[config.mk]
export PLATFORM = sky130hd
export DESIGN_NAME = wpmc_divider
export DESIGN_NICKNAME = d
export VERILOG_FILES = /design/src/wpmc_divider.sv
export SDC_FILE = /design/constraint.sdc
export NUM_CORES = 1
export LEC_CHECK = 0
export BUFFER_PORTS_ARGS = -buffer_cell sky130_fd_sc_hd__buf_4
export CORE_MARGIN = 1
export CORE_UTILIZATION = 53
export CTS_CLUSTER_SIZE = 24
export DETAILED_ROUTE_END_ITERATION = 8
export GPL_TIMING_DRIVEN = 0
export PLACE_DENSITY = 0.8
export SLEW_MARGIN = 20
export SYNTH_ARGS = -nofsm -noshare
export SYNTH_HDL_FRONTEND = slang
export SYNTH_SLANG_ARGS = --single-unit
[constraint.sdc]
create_clock -name clk -period 2.9 [get_ports clk]
set_input_delay 0.435 -clock clk [delete_from_list [all_inputs] [get_ports clk]]
set_output_delay 0.435 -clock clk [all_outputs]
set_load 0.01 [all_outputs]
[src/wpmc_divider.sv]
`default_nettype none
module wpmc_divider #(
  parameter int NW = 37,
  parameter int DW = 11
) (
  input  wire logic          clk,
  input  wire logic          rst,
  input  wire logic          start,
  input  wire logic [NW-1:0] num,
  input  wire logic [DW-1:0] den,
  output logic               done,
  output logic      [NW-1:0] quotient
);
  localparam int CNT_W = $clog2(NW + 1);

  logic             busy;
  logic [CNT_W-1:0] cnt;
  logic [DW-1:0]    rem;
  logic [DW-1:0]    den_r;
  logic [DW:0]      trial;
  logic             fits;

  // One restoring step: shift in the next dividend bit, subtract if it fits.
  assign trial = {rem, quotient[NW-1]};
  assign fits  = trial >= {1'b0, den_r};

  always_ff @(posedge clk) begin
    if (rst) begin
      busy <= 1'b0;
      done <= 1'b0;
    end else begin
      done <= busy && (cnt == CNT_W'(1));
      if (start) begin
        busy <= 1'b1;
      end else if (busy && (cnt == CNT_W'(1))) begin
        busy <= 1'b0;
      end
    end
  end

  always_ff @(posedge clk) begin
    if (start) begin
      quotient <= num;
      rem      <= '0;
      den_r    <= den;
      cnt      <= CNT_W'(NW);
    end else if (busy) begin
      quotient <= {quotient[NW-2:0], fits};
      rem      <= fits ? DW'(trial - {1'b0, den_r}) : trial[DW-1:0];
      cnt      <= cnt - CNT_W'(1);
    end
  end

endmodule
`default_nettype wire

==> metrics, run 1 <==
WP data required 3.13 ns; Die W 81.22 um; H-tree depth 3; post-synthesis mux area share roughly 14%; Post-CTS Setup Repair Bufs 0; Core Region 5991 sq um; Comb pwr share 16.5%; NetSw 0.0006157 W; CTS Sinks 67; clk slew on worst S/H paths 0.07 ns; Setup Skew 0.009927 ns; placed cells around 430; CP Max Fanout 10; vias in the first global route 2345; final non-filler cell area 4345 sq um; Rel. slew slack 47.15%; post-synthesis cell type count 49; number of buffers created by CTS 9; synthesis-stage register bit count 67; fin. max-slew vios 0; post-route ant nets 0; DR iter-0 viols 125; post-cts repair resize count 0; Wirelength per Cell 15.69 um; crit path launch quotient[36]; Final Net Count approximately 430; largest area contributor in the netlist edfxtp_1; GPL Wtd Cong 0.8624; most area-consuming cells after synthesis edfxtp_1 (43%), mux2_2 (13%), dfxtp_1 (11%); total leakage power roughly 1.8 nW; Vias/cell 5.483; max-capacitance violation count 0; initial antenna violation count 0; CP arrival between 2 and 3 ns; Synth Area in Simple Gates 9.368%; row cnt 28; adder-cell share of the synthesized area 5.493%; main combinational cell family by area after synthesis multiplexers; post-route insts no fill 449; Die Y-Extent 81.22 um; routed vias between 2000 and 2500; Die ar. 6596 sq um; part of the power in registers between 40% and 50%; Post-Syn Area approximately 3300 sq um; final setup fails 0; CTS Hold Bufs 0; IO Port Bufs 88; Worst R2R Start quotient[36]; Critical Path Source Type register; Pre-antenna DRT Iters 4; async set-reset flop share out of synthesis 0%; Avg Synthesized Cell Area 12.32 sq um; Setup crit end kind register; Synth Flop Type edfxtp_1; post-synthesis xor/xnor area fraction 2.897%; final worst path period share 93.62%; initial core utilization a little under three fifths; I/O pin total 89; minimum clock period 2.715 ns; RSZ-0062 raised after global routing false; DP HPWL 5.019 mm; dpl cell area 4080 sq um; Clk pwr share 39.2%; first-pass GRT wire length approximately 11 mm; P_int 0.002011 W; Hold Path Class input port to register; Fillers 428; EDFF count, synth between 40 and 50; hold_sp rst; Net Sw Frac 23.44%; warnings from Yosys 0; setup TNS 0 ns; clock root cell clkbuf_8; CTS tree built; Max Fclk 368.3 MHz; share of cells above drive strength 1 40.11%; GRT Util Overall 22.33%; largest net degree at the start of global routing 38; register area share after synthesis 54.78%; pwr/cell area 604.4 nW/um^2; Longest Clk Path Bufs 2; Synth top area share 43.34%; routed wire length 7.043 mm; number of remaining DRC errors 0; cells after synthesis 270; actual slew at the worst max-slew pin 0.7917 ns; Worst VDD drop roughly 0.0004 V; Crit Path Class register to register; clk_lat worst skew 0.34 ns; area delta synth->final 30.66%; Synth Area in Compound Gates 9.932%; number of diodes 0; status finished clean; Post-Syn Nets 335; Overflow after GRT 0; final hold violations 0
## flip-flops by register name (all words and copies together), names as in the netlist
| signal | count |
|---|---|
| cnt | 6 |
| den_r | 11 |
| quotient | 37 |
| done | 1 |
| busy | 1 |
| rem | 11 |
## metrics by stage
step	hold slack, ns	utilization (%)	worst slack (ns)	power (W)
2_1_floorplan	0.4742	-	0.5697	0.001424
3_3_place_gp	0.4872	68.11	0.2113	0.001599
3_5_place_dp	0.4930	68.11	0.3045	0.001617
4_1_cts	0.2403	72.54	0.2367	0.002637
5_1_grt	0.2454	72.54	0.06610	0.002726
6_report	0.2497	72.54	0.1849	0.002626
## cell usage in the layout (no fill, tap or decap), types with 4 or more instances in the layout
| master | count |
|---|---|
| xnor2_1 | 8 |
| clkbuf_1 | 8 |
| edfxtp_1 | 48 |
| nor3_1 | 5 |
| ha_1 | 13 |
| mux2_2 | 38 |
| o211ai_1 | 4 |
| clkbuf_8 | 9 |
| dfxtp_1 | 19 |
| buf_4 | 89 |
| nand3_1 | 5 |
| o21ai_0 | 4 |
| a21oi_1 | 10 |
| bufinv_16 | 4 |
| nor2_1 | 17 |
| nand2b_1 | 4 |
| inv_1 | 18 |
| nand2_1 | 15 |
| buf_1 | 4 |
## critical path: stages (launching register included)
cell      delay [ns]
edfxtp_1        0.36
inv_1           0.07
ha_1            0.22
fa_1            0.41
nor2b_1         0.18
o31a_1          0.25
o21ai_2         0.13
a21boi_4        0.38
buf_4           0.26
nor3b_1         0.07
nor4_1          0.28
## cell type report
class | count | area (sq um) | area share [%]
buffer | 12 | 48.80 | 1.123
clock buffer | 10 | 127.6 | 2.937
clock inverter | 6 | 137.6 | 3.167
inverter | 19 | 71.32 | 1.641
multi-input combinational | 172 | 1384 | 31.85
sequential | 67 | 1822 | 41.92
tap | 75 | 93.84 | 2.160
timing repair buffer | 88 | 660.6 | 15.20
## path summary, 6_finish.rpt
check	endpoint	slack [ns]	depth (start not counted)
worst max register to register	rem[5]	0.18	10
worst max-delay path	rem[5]	0.18	10
worst min register to register	cnt[1]	0.50	2
worst min-delay path	busy	0.25	2
## cells in the mapped netlist, types with 2 or more instances
cell type,count
a21oi_1,10
nand2_1,15
clkbuf_1,7
mux2_2,38
nor2b_1,2
xnor2_1,8
o21bai_1,3
edfxtp_1,48
xor2_1,3
nor3_1,5
nand3_1,5
a31o_1,2
nor3b_1,3
ha_1,13
and3_1,2
dfxtp_1,19
o21ai_0,4
nand2b_1,4
o211ai_1,4
o31ai_1,3
nor4_1,2
mux2i_1,2
buf_1,4
nor2_1,17
a21o_1,2
a211oi_1,2
inv_1,19
a31oi_1,2
or3b_2,2
## power groups by stage
stage / clock [W] / combinational, W / sequential [W]
finish: 0.00103 / 0.000434 / 0.00116
floorplan: 0 / 0.000219 / 0.00121
global route: 0.00108 / 0.000472 / 0.00117
detailed placement: 0 / 0.000433 / 0.00118
CTS: 0.00104 / 0.000436 / 0.00116
global placement: 0 / 0.000418 / 0.00118
## kinds of logic (layout without fill, tap and decap cells)
group           count (synthesis)  after routing
compound gates                 44             44
xor+xnor                       11             11
fa+ha+maj                      14             14
buf+inv                        31            135
flops                          67             67
mux                            41             41
simple gates                   62             62
## routing by layer
layer / vias up / wire [um] / part of all wire (%) / global-route usage (%)
met5: - / 0 / 0 / 0
met4: 0 / 115 / 1.6 / 10.54
met3: 11 / 402 / 5.7 / 5.169
met2: 87 / 3682 / 52 / 38.49
met1: 1177 / 2842 / 40 / 26.17
li1: 1187 / - / - / -
Note: power is estimated with default switching activity, not from simulation.
==> run 2: changes to the inputs <==
Settings changed: PLACE_DENSITY 0.8 to unset, PLACE_DENSITY_LB_ADDON set to 0.08.
==> metrics, run 2 (synthesized netlist as in run 1, its figures left out) <==
Slowest cell on crit path fa_1; H-tree depth 3; Hold Path Class input port to register; setup TNS 0 ns; initial antenna violation count 0; M3 GR Usage ~6.0%; post-cts repair resize count 0; Rel. slew slack between 40% and 50%; largest net degree at the start of global routing 38; Buf+Inv Stages, Crit Path 1; total leakage power roughly 1.8 nW; routed vias 2398; clock root cell clkbuf_8; Critical Path Source Type register; Final Net Count 434; clk slew on worst S/H paths 0.07 ns; row cnt 28; Regs by FF count quotient (37), den_r (11), rem (11); Post-CTS Setup Repair Bufs 0; Worst R2R Start quotient[36]; post-route ant nets 0; Top reg by flops quotient; CTS Hold Bufs 0; final non-filler cell area approximately 4200 sq um; Crit Path Class register to register; RSZ-0062 raised after global routing false; crit path launch quotient[36]; met2 usage 34.45%; max-capacitance violation count 0; number of diodes 0; met1 Use GR about a quarter; max FFs per register 37; Die ar. roughly 6600 sq um; Setup Skew 0.004877 ns; CTS tree built; routed wire length 6.593 mm; hold_sp rst; pwr/cell area 525.6 nW/um^2; Longest Clk Path Bufs 2; Worst VDD drop 0.0003641 V; final hold violations 0; number of buffers created by CTS 9; final worst path period share 90.39%; CP Max Fanout 9; gr busiest metal met2; GRT Util Overall between 20 and 25%; CTS Sinks 67; Setup crit end kind register; DR iter-0 viols 94; first-pass GRT wire length 10.05 mm; CP arrival 2.87 ns; delay-heaviest family, CP compound AO/OA/AOI/OAI gates; status finished clean; WP data required roughly 3.2 ns; crit path cell chain inv_1 > ha_1 > fa_1 > nor2b_1 > o31a_1 > o21ai_2 > a21boi_4 > mux2_4 > a211oi_2; Wirelength per Cell 14.68 um; final setup fails 0; I/O pin total 89; share of cells above drive strength 1 39.57%; slowest stage delay, CP about 0.42 ns; commonest cells after routing, fill and taps aside buf_4 (89), edfxtp_1 (48), mux2_2 (38); Pre-antenna DRT Iters 4; Vias/cell 5.341; actual slew at the worst max-slew pin 0.7701 ns; most common cell after layout, fill and taps aside buf_4; Core Region 5991 sq um; minimum clock period 2.621 ns; Die Y-Extent 81.22 um; GPL Wtd Cong around 0.82; IO Port Bufs 88; Util after Layout 70.80%; Reg2Reg Setup Slack 0.28 ns; dpl cell area between 4000 and 5000 sq um; Die W 81.22 um; vias in the first global route 2226; DP HPWL between 4 and 5 mm; Overflow after GRT 0; fin. max-slew vios 0; number of remaining DRC errors 0; clk_lat worst skew 0.33 ns; area delta synth->final 27.54%; initial core utilization 55.51%; Max Fclk 381.5 MHz
[run 2: cell types whose count changed in the layout (fill, tap and decap cells not counted)]
cell        before  now
bufinv_16        4    0
clkinvlp_4       0    1
clkbuf_1         8    9
clkinv_1         0    1
clkinv_2         0    2
clkinv_4         2    1
[run 2: power breakdown]
group | switching (W) | internal, W | total [W]
Clock | 0.000333 | 0.000306 | 0.000640
Sequential | 0.0000399 | 0.00112 | 0.00116
Combinational | 0.000201 | 0.000226 | 0.000427
Total | 0.000575 | 0.00165 | 0.00223
[run 2: final cells by class]
| cell class | instances | area [sq um] |
|---|---|---|
| Buffer | 12 | 48.80 |
| Clock buffer | 11 | 131.4 |
| Clock inverter | 5 | 30.03 |
| Fill cell | 455 | 1749 |
| Inverter | 19 | 71.32 |
| Multi-Input combinational cell | 172 | 1384 |
| Sequential cell | 67 | 1822 |
| Tap cell | 75 | 93.84 |
| Timing Repair Buffer | 88 | 660.6 |
[run 2: path summary, 6_finish.rpt]
path                 end  cells past startpoint
setup / recovery  rem[0]                      9
hold / removal      busy                      2
setup reg to reg  rem[0]                      9
hold reg to reg   cnt[1]                      2
[run 2: metal layers]
metal  routed length [um]  vias to the layer above  part of all wire (%)
met2                 3359                       65                    51
li1                     -                     1185                     -
met1                 2800                     1142                    42
met3                  369                        6                   5.6
met5                    0                        -                     0
met4                   64                        0                  0.97
[run 2: through the flow]
stage	power (W)	hold slack, ns	std cells	setup WS (ns)
3_5_place_dp	0.001612	0.4973	433	0.3156
6_report	0.002229	0.2630	449	0.2788
2_1_floorplan	0.001424	0.4742	270	0.5697
3_3_place_gp	0.001601	0.4885	433	0.1734
4_1_cts	0.002248	0.2546	449	0.2897
5_1_grt	0.002333	0.2592	449	0.09590
