[config.mk]
export PLATFORM = sky130hd
export DESIGN_NAME = wpmc_scan
export DESIGN_NICKNAME = d
export VERILOG_FILES = /design/src/wpmc_pkg.sv /design/src/wpmc_scan.sv
export SDC_FILE = /design/constraint.sdc
export NUM_CORES = 1
export LEC_CHECK = 0
export ABC_CLOCK_PERIOD_IN_PS = 4700
export BUFFER_PORTS_ARGS = -buffer_cell sky130_fd_sc_hd__buf_2
export CORE_ASPECT_RATIO = 1.2
export CORE_MARGIN = 2
export CORE_UTILIZATION = 35
export CTS_CLUSTER_DIAMETER = 150
export DETAILED_ROUTE_END_ITERATION = 7
export GPL_TIMING_DRIVEN = 0
export PLACE_DENSITY = 0.55
export SETUP_SLACK_MARGIN = 0.5
export SLEW_MARGIN = 0
export SYNTH_ARGS = -nofsm -noshare
export SYNTH_HDL_FRONTEND = slang
export SYNTH_SLANG_ARGS = --single-unit
[constraint.sdc]
create_clock -name clk -period 4.7 [get_ports clk]
set_input_delay 1.175 -clock clk [delete_from_list [all_inputs] [get_ports clk]]
set_output_delay 1.175 -clock clk [all_outputs]
set_load 0.02 [all_outputs]
[src/wpmc_pkg.sv]
`default_nettype none
package wpmc_pkg;

  localparam int unsigned MAX_LEN_DEFAULT = 1024;

  localparam int WL_W     = 11;
  localparam int ACTION_W = 2;
  localparam int SYM_W    = 8;
  localparam int MC_W     = 21;
  localparam int WC_W     = 11;
  localparam int MP_W     = 25;
  localparam int ST_W     = 2;

  // Growth of the count when scaled by 100 * 256 (25600 < 2**15).
  localparam int SCALE_W = 15;

  localparam logic [WL_W-1:0] WL_RESET = WL_W'(1);

  typedef enum logic [ACTION_W-1:0] {
    ACT_APPEND_Q = 2'd0,
    ACT_APPEND_R = 2'd1,
    ACT_COMPUTE  = 2'd2,
    ACT_CLEAR    = 2'd3
  } action_t;

  localparam logic [ST_W-1:0] STATUS_OK        = 2'd0;
  localparam logic [ST_W-1:0] STATUS_NO_WINDOW = 2'd1;
  localparam logic [ST_W-1:0] STATUS_OVERFLOW  = 2'd2;

  typedef enum logic [1:0] {
    CTL_IDLE,
    CTL_SCAN,
    CTL_DIV,
    CTL_FINISH
  } ctl_state_t;

  typedef enum logic [1:0] {
    SCAN_IDLE,
    SCAN_RUN,
    SCAN_DRAIN
  } scan_state_t;

endpackage
`default_nettype wire

[src/wpmc_scan.sv]
`default_nettype none
module wpmc_scan #(
  parameter int unsigned MAX_LEN = wpmc_pkg::MAX_LEN_DEFAULT
) (
  input  wire logic                                 clk,
  input  wire logic                                 rst,
  input  wire logic                                 start,
  input  wire logic [$clog2(MAX_LEN+1)-1:0]         q_len,
  input  wire logic [$clog2(MAX_LEN+1)-1:0]         r_len,
  input  wire logic [wpmc_pkg::WL_W-1:0]            wl,
  output logic      [$clog2(MAX_LEN)-1:0]           q_addr,
  output logic      [$clog2(MAX_LEN)-1:0]           r_addr,
  input  wire logic [wpmc_pkg::SYM_W-1:0]           q_data,
  input  wire logic [wpmc_pkg::SYM_W-1:0]           r_data,
  output logic                                      done,
  output logic      [2*$clog2(MAX_LEN+1)-1:0]       count
);
  import wpmc_pkg::*;

  localparam int AW = $clog2(MAX_LEN);
  localparam int LW = $clog2(MAX_LEN + 1);
  localparam int CW = 2 * LW;
  localparam int EW = (LW > WL_W) ? LW : WL_W;

  scan_state_t state, state_next;

  logic          side_ref;   // walking diagonals that start on the reference side
  logic [LW-1:0] base;
  logic [LW-1:0] qa, ra;
  logic          head;       // current pair opens a diagonal
  logic          v1, head1;  // compare stage, aligned with read data
  logic [LW-1:0] run;

  logic          issue;
  logic [LW-1:0] qa_inc, ra_inc, base_inc;
  logic          diag_more;
  logic          last_issue;
  logic          eq;
  logic [LW-1:0] run_next;
  logic          hit;

  assign qa_inc    = qa + LW'(1);
  assign ra_inc    = ra + LW'(1);
  assign base_inc  = base + LW'(1);
  assign diag_more = (qa_inc != q_len) && (ra_inc != r_len);
  assign last_issue = !diag_more &&
                      (side_ref ? (base_inc == r_len)
                                : ((base_inc == q_len) && (r_len == LW'(1))));

  assign q_addr = qa[AW-1:0];
  assign r_addr = ra[AW-1:0];

  always_comb begin
    state_next = state;
    case (state)
      SCAN_IDLE:  if (start) state_next = SCAN_RUN;
      SCAN_RUN:   if (last_issue) state_next = SCAN_DRAIN;
      SCAN_DRAIN: if (!v1) state_next = SCAN_IDLE;
      default:    state_next = SCAN_IDLE;
    endcase
  end

  always_comb begin
    issue = 1'b0;
    done  = 1'b0;
    case (state)
      SCAN_RUN:   issue = 1'b1;
      SCAN_DRAIN: done  = !v1;
      default: begin
        issue = 1'b0;
        done  = 1'b0;
      end
    endcase
  end

  // Compare stage: extend the run of equal symbols along the diagonal.
  assign eq       = q_data == r_data;
  assign run_next = eq ? (head1 ? LW'(1) : run + LW'(1)) : '0;
  assign hit      = eq && (EW'(run_next) >= EW'(wl));

  always_ff @(posedge clk) begin
    if (rst) begin
      state <= SCAN_IDLE;
      v1    <= 1'b0;
    end else begin
      state <= state_next;
      v1    <= issue;
    end
  end

  always_ff @(posedge clk) begin
    if (start) begin
      side_ref <= 1'b0;
      base     <= '0;
      qa       <= '0;
      ra       <= '0;
      head     <= 1'b1;
    end else if (issue) begin
      if (diag_more) begin
        qa   <= qa_inc;
        ra   <= ra_inc;
        head <= 1'b0;
      end else begin
        head <= 1'b1;
        if (side_ref) begin
          base <= base_inc;
          qa   <= '0;
          ra   <= base_inc;
        end else if (base_inc != q_len) begin
          base <= base_inc;
          qa   <= base_inc;
          ra   <= '0;
        end else begin
          side_ref <= 1'b1;
          base     <= LW'(1);
          qa       <= '0;
          ra       <= LW'(1);
        end
      end
    end
    head1 <= head;
  end

  always_ff @(posedge clk) begin
    if (start) begin
      count <= '0;
    end else if (v1 && hit) begin
      count <= count + CW'(1);
    end
    if (v1) begin
      run <= run_next;
    end
  end

endmodule
`default_nettype wire

==> flow_summary.toml <==
[detailed_routing]
totalWireLength_um = 16420
drt.antenna.violating_nets = 0
wire_per_inst_um = 16.80
drt-initial-drc-count = 360
route.detailed.drc = 0
routed-via-count = 5251
dr.pass1.iters = 5
drt-vias-per-instance = 5.375

[worst_setup_path]
cpLargestDelayFamily = "simple AND/OR/NAND/NOR gates"
critical_path_peak_fanout = 10
crit_path_top_delay_cell = "sky130_fd_sc_hd__o2111a_1"
cp-start-kind = "input port"
worst_ep_arrival_time_ns = 4.06
largest_incremental_delay_on_the_critical_path_ns = 0.30
critical_path_required_ns = 4.91
cp_num_buf_inv = 2
worst-setup-path-type = "in2reg"
end_kind = "register"
crit_path_cell_trace = "buf_2 -> xnor2_1 -> nand4_1 -> nor2_2 -> nand2_1 -> nor2_1 -> ha_1 -> a21o_1 -> a21o_1 -> a21oi_1 -> o2111a_1 -> nor4_4 -> clkbuf_1 -> nand3_1 -> xor2_1 -> nor2_1"

[clocking]
tritoncts = "built"
ctsHtreeMaxLevel = 3
clkSlewWorstSetupHoldPaths_ns = 0.06
numClockSinks = 72
tritoncts.num_buffers = 9
cts_root_buf = "sky130_fd_sc_hd__clkbuf_16"
cts_buffer_depth = 2
clock_insertion_delay_worst_skew_ns = 0.35
post_cts_hold_buffer_count = 0

[floorplan]
floorplan.initialDensity = 0.3597
die-width_um = 117.7
floorplan.die.height_um = 140.4
die_area_mm2 = 0.01652
placeableCoreArea_mm2 = 0.01508
std_cell_rows = 49
floorplan.io_pins = 95

[power]
power_frac_comb = 0.109
p_int_uw = 1232
cellPowerDensity_mw_per_mm2 = 251.8
clock_power_share = 0.493
netSwitchingFraction = 0.2468
vdd_ir_drop_max_v = 0.0001339
static-leakage-power_uw = 0.002691
power.switching_uw = 403.9
finalPower_uw = 1636
sequential_group_share_of_total_power = 0.397

[yosys]
synth.net_count = 733
postSynthRegisterBits = 72
avgSynthCellArea_um2 = 8.158
netlist_area_mm2 = 0.005425
seq_area_frac_synth = 0.2860
post_synth_inst_count = 665
postSynth.asyncResetShare = 0
number_of_enable_type_register_cells_in_the_synthesized_netlist = 11
yosys_warnings = 0
dominantRegCellSynth = "sky130_fd_sc_hd__dfxtp_1"
synth.lib_cells_used.distinct = 67

[timing]
whs_ns = 0.3497
timing.final.setup_violations = 0
worst_setup_skew_after_layout_ns = 0.01228
tightest_slew_ns = 0.7877
slew_violations = 0
fmax_mhz = 259.6
max_slew_margin = 0.4730
period_share = 0.8195
final.setup.tns_ns = 0
timing.final.hold_violations = 0
rsz_0062_raised_after_global_routing = "no"
final_period_minus_worst_setup_slack_ns = 3.852

[cells_and_area]
area_growth_pct = 19.79
antennaDiodeCount = 0
share_of_layout_cells_above_drive_strength_1 = 0.2135
instances_no_fill = 977
final.fill_count = 1579
final_nets = 836

[global_routing]
first_pass_grt_wire_length_um = 25750
via_count_of_the_first_global_routing_pass = 4930
pin_count_of_the_biggest_net_entering_global_routing = 15
grt-ovfl-total = 0
grt.total_usage = 0.1951
grt_antenna_before_repair = 0

[place]
port_buffers = 91
place.detailed.hpwl_um = 12230
dp.cells = 960
gp_routability_congestion = 0.8706

[flow_run]
max_cap_viol_count = 0

[worst_hold_path]
hold_path.class = "reg2reg"

[status]
outcome = "complete, no violations"
path summary, 6_finish.rpt:
check,end,slack (ns),cells past startpoint,from
worst max register to register,base[3],1.10,10,ra[0]
worst min-delay path,head1,0.35,0,head
worst max-delay path,count[18],0.85,16,r_data[3]
worst min register to register,head1,0.35,0,head
metal layers:
layer	share of wire	vias up	global-route usage
met5	0	-	0
met4	0.028	0	0.08244
met3	0.051	27	0.02891
met2	0.48	165	0.3335
met1	0.44	2503	0.2447
li1	-	2556	-
layout make-up:
class / count / area, um^2 / area share
Buffer: 61 / 359.1 / 0.05526
Clock buffer: 10 / 229.0 / 0.03523
Clock inverter: 6 / 115.1 / 0.01771
Inverter: 22 / 82.58 / 0.01271
Multi-Input combinational cell: 510 / 3443 / 0.5298
Sequential cell: 72 / 1551 / 0.2387
Tap cell: 204 / 255.2 / 0.03928
Timing Repair Buffer: 92 / 462.9 / 0.07124
synth_stat cells (5+ instances only):
cell type / n / area, um^2
sky130_fd_sc_hd__buf_4: 25 / 187.7
sky130_fd_sc_hd__nor2b_1: 6 / 37.54
sky130_fd_sc_hd__nor4_1: 5 / 31.28
sky130_fd_sc_hd__dfxtp_1: 61 / 1221
sky130_fd_sc_hd__ha_1: 16 / 200.2
sky130_fd_sc_hd__inv_1: 21 / 78.83
sky130_fd_sc_hd__nor3_1: 16 / 80.08
sky130_fd_sc_hd__nand3_1: 41 / 205.2
sky130_fd_sc_hd__a31oi_1: 10 / 62.56
sky130_fd_sc_hd__a211oi_1: 6 / 45.04
sky130_fd_sc_hd__buf_2: 11 / 55.05
sky130_fd_sc_hd__clkbuf_1: 21 / 78.83
sky130_fd_sc_hd__nand4_1: 24 / 150.1
sky130_fd_sc_hd__nor3b_1: 7 / 52.55
sky130_fd_sc_hd__o21ai_0: 26 / 130.1
sky130_fd_sc_hd__nand2b_1: 7 / 43.79
sky130_fd_sc_hd__xnor2_1: 49 / 429.2
sky130_fd_sc_hd__a21o_1: 6 / 45.04
sky130_fd_sc_hd__a21oi_1: 28 / 140.1
sky130_fd_sc_hd__and3_1: 13 / 81.33
sky130_fd_sc_hd__nand2_1: 43 / 161.4
sky130_fd_sc_hd__and4_1: 10 / 87.58
sky130_fd_sc_hd__o211ai_1: 5 / 37.54
sky130_fd_sc_hd__nor2_1: 68 / 255.2
sky130_fd_sc_hd__edfxtp_1: 11 / 330.3
sky130_fd_sc_hd__o31ai_1: 10 / 75.07
sky130_fd_sc_hd__xor2_1: 51 / 446.7
logic make-up after synthesis:
kind of cell / after synthesis / synth area share
flip-flops: 72 / 0.2860
AO/OA/AOI/OAI: 119 / 0.1485
XOR/XNOR: 103 / 0.1739
adder cells (fa/ha/maj): 16 / 0.03690
AND/OR/NAND/NOR: 271 / 0.2714
multiplexers: 1 / 0.001845
buffers and inverters: 83 / 0.08141
repair_timing:
| action | CTS | global route |
|---|---|---|
| buffers inserted | 1 | 0 |
| endpoints found under the setup margin | 11 | 9 |
| pin swaps | 1 | 0 |
| gates resized for setup | 1 | 1 |
registers in the layout, indices dropped and copies added, names as in the netlist:
register,cells
base,11
count,22
head,1
head1,1
qa,11
ra,11
run,11
side_ref,1
state,2
v1,1
per-stage QoR:
step	worst slack (ns)	area, um^2	util
after floorplan	0.9447	5425	-
after detailed placement	-0.1639	6136	0.4068
after global placement	-0.02483	6136	0.4068
final	0.8484	6499	0.4309
after global routing	0.5409	6499	0.4309
after CTS	0.7479	6496	0.4307
layout by cell type (no fill, tap or decap), drive strengths merged, types with 7 or more instances in the layout:
master,synthesis,layout
nor4,8,8
nor3b,7,7
o31ai,11,11
nor3,16,16
o21ai,28,28
nand3,44,44
xor2,51,51
nand2b,7,7
xnor2,49,49
and3,13,13
ha,16,16
dfxtp,61,61
clkbuf,21,31
inv,21,22
and4,10,10
nand2,43,43
edfxtp,11,11
nand4,28,28
buf,40,132
a31oi,10,10
nor2,69,69
a21oi,28,28
power groups by stage:
stage / Sequential (uW) / Clock [uW] / Combinational (uW)
2_1_floorplan: 659 / 0 / 113
3_3_place_gp: 663 / 0 / 174
3_5_place_dp: 663 / 0 / 177
4_1_cts: 649 / 819 / 179
5_1_grt: 651 / 849 / 194
6_report: 650 / 807 / 179
Note: power is estimated with default switching activity, not from simulation.
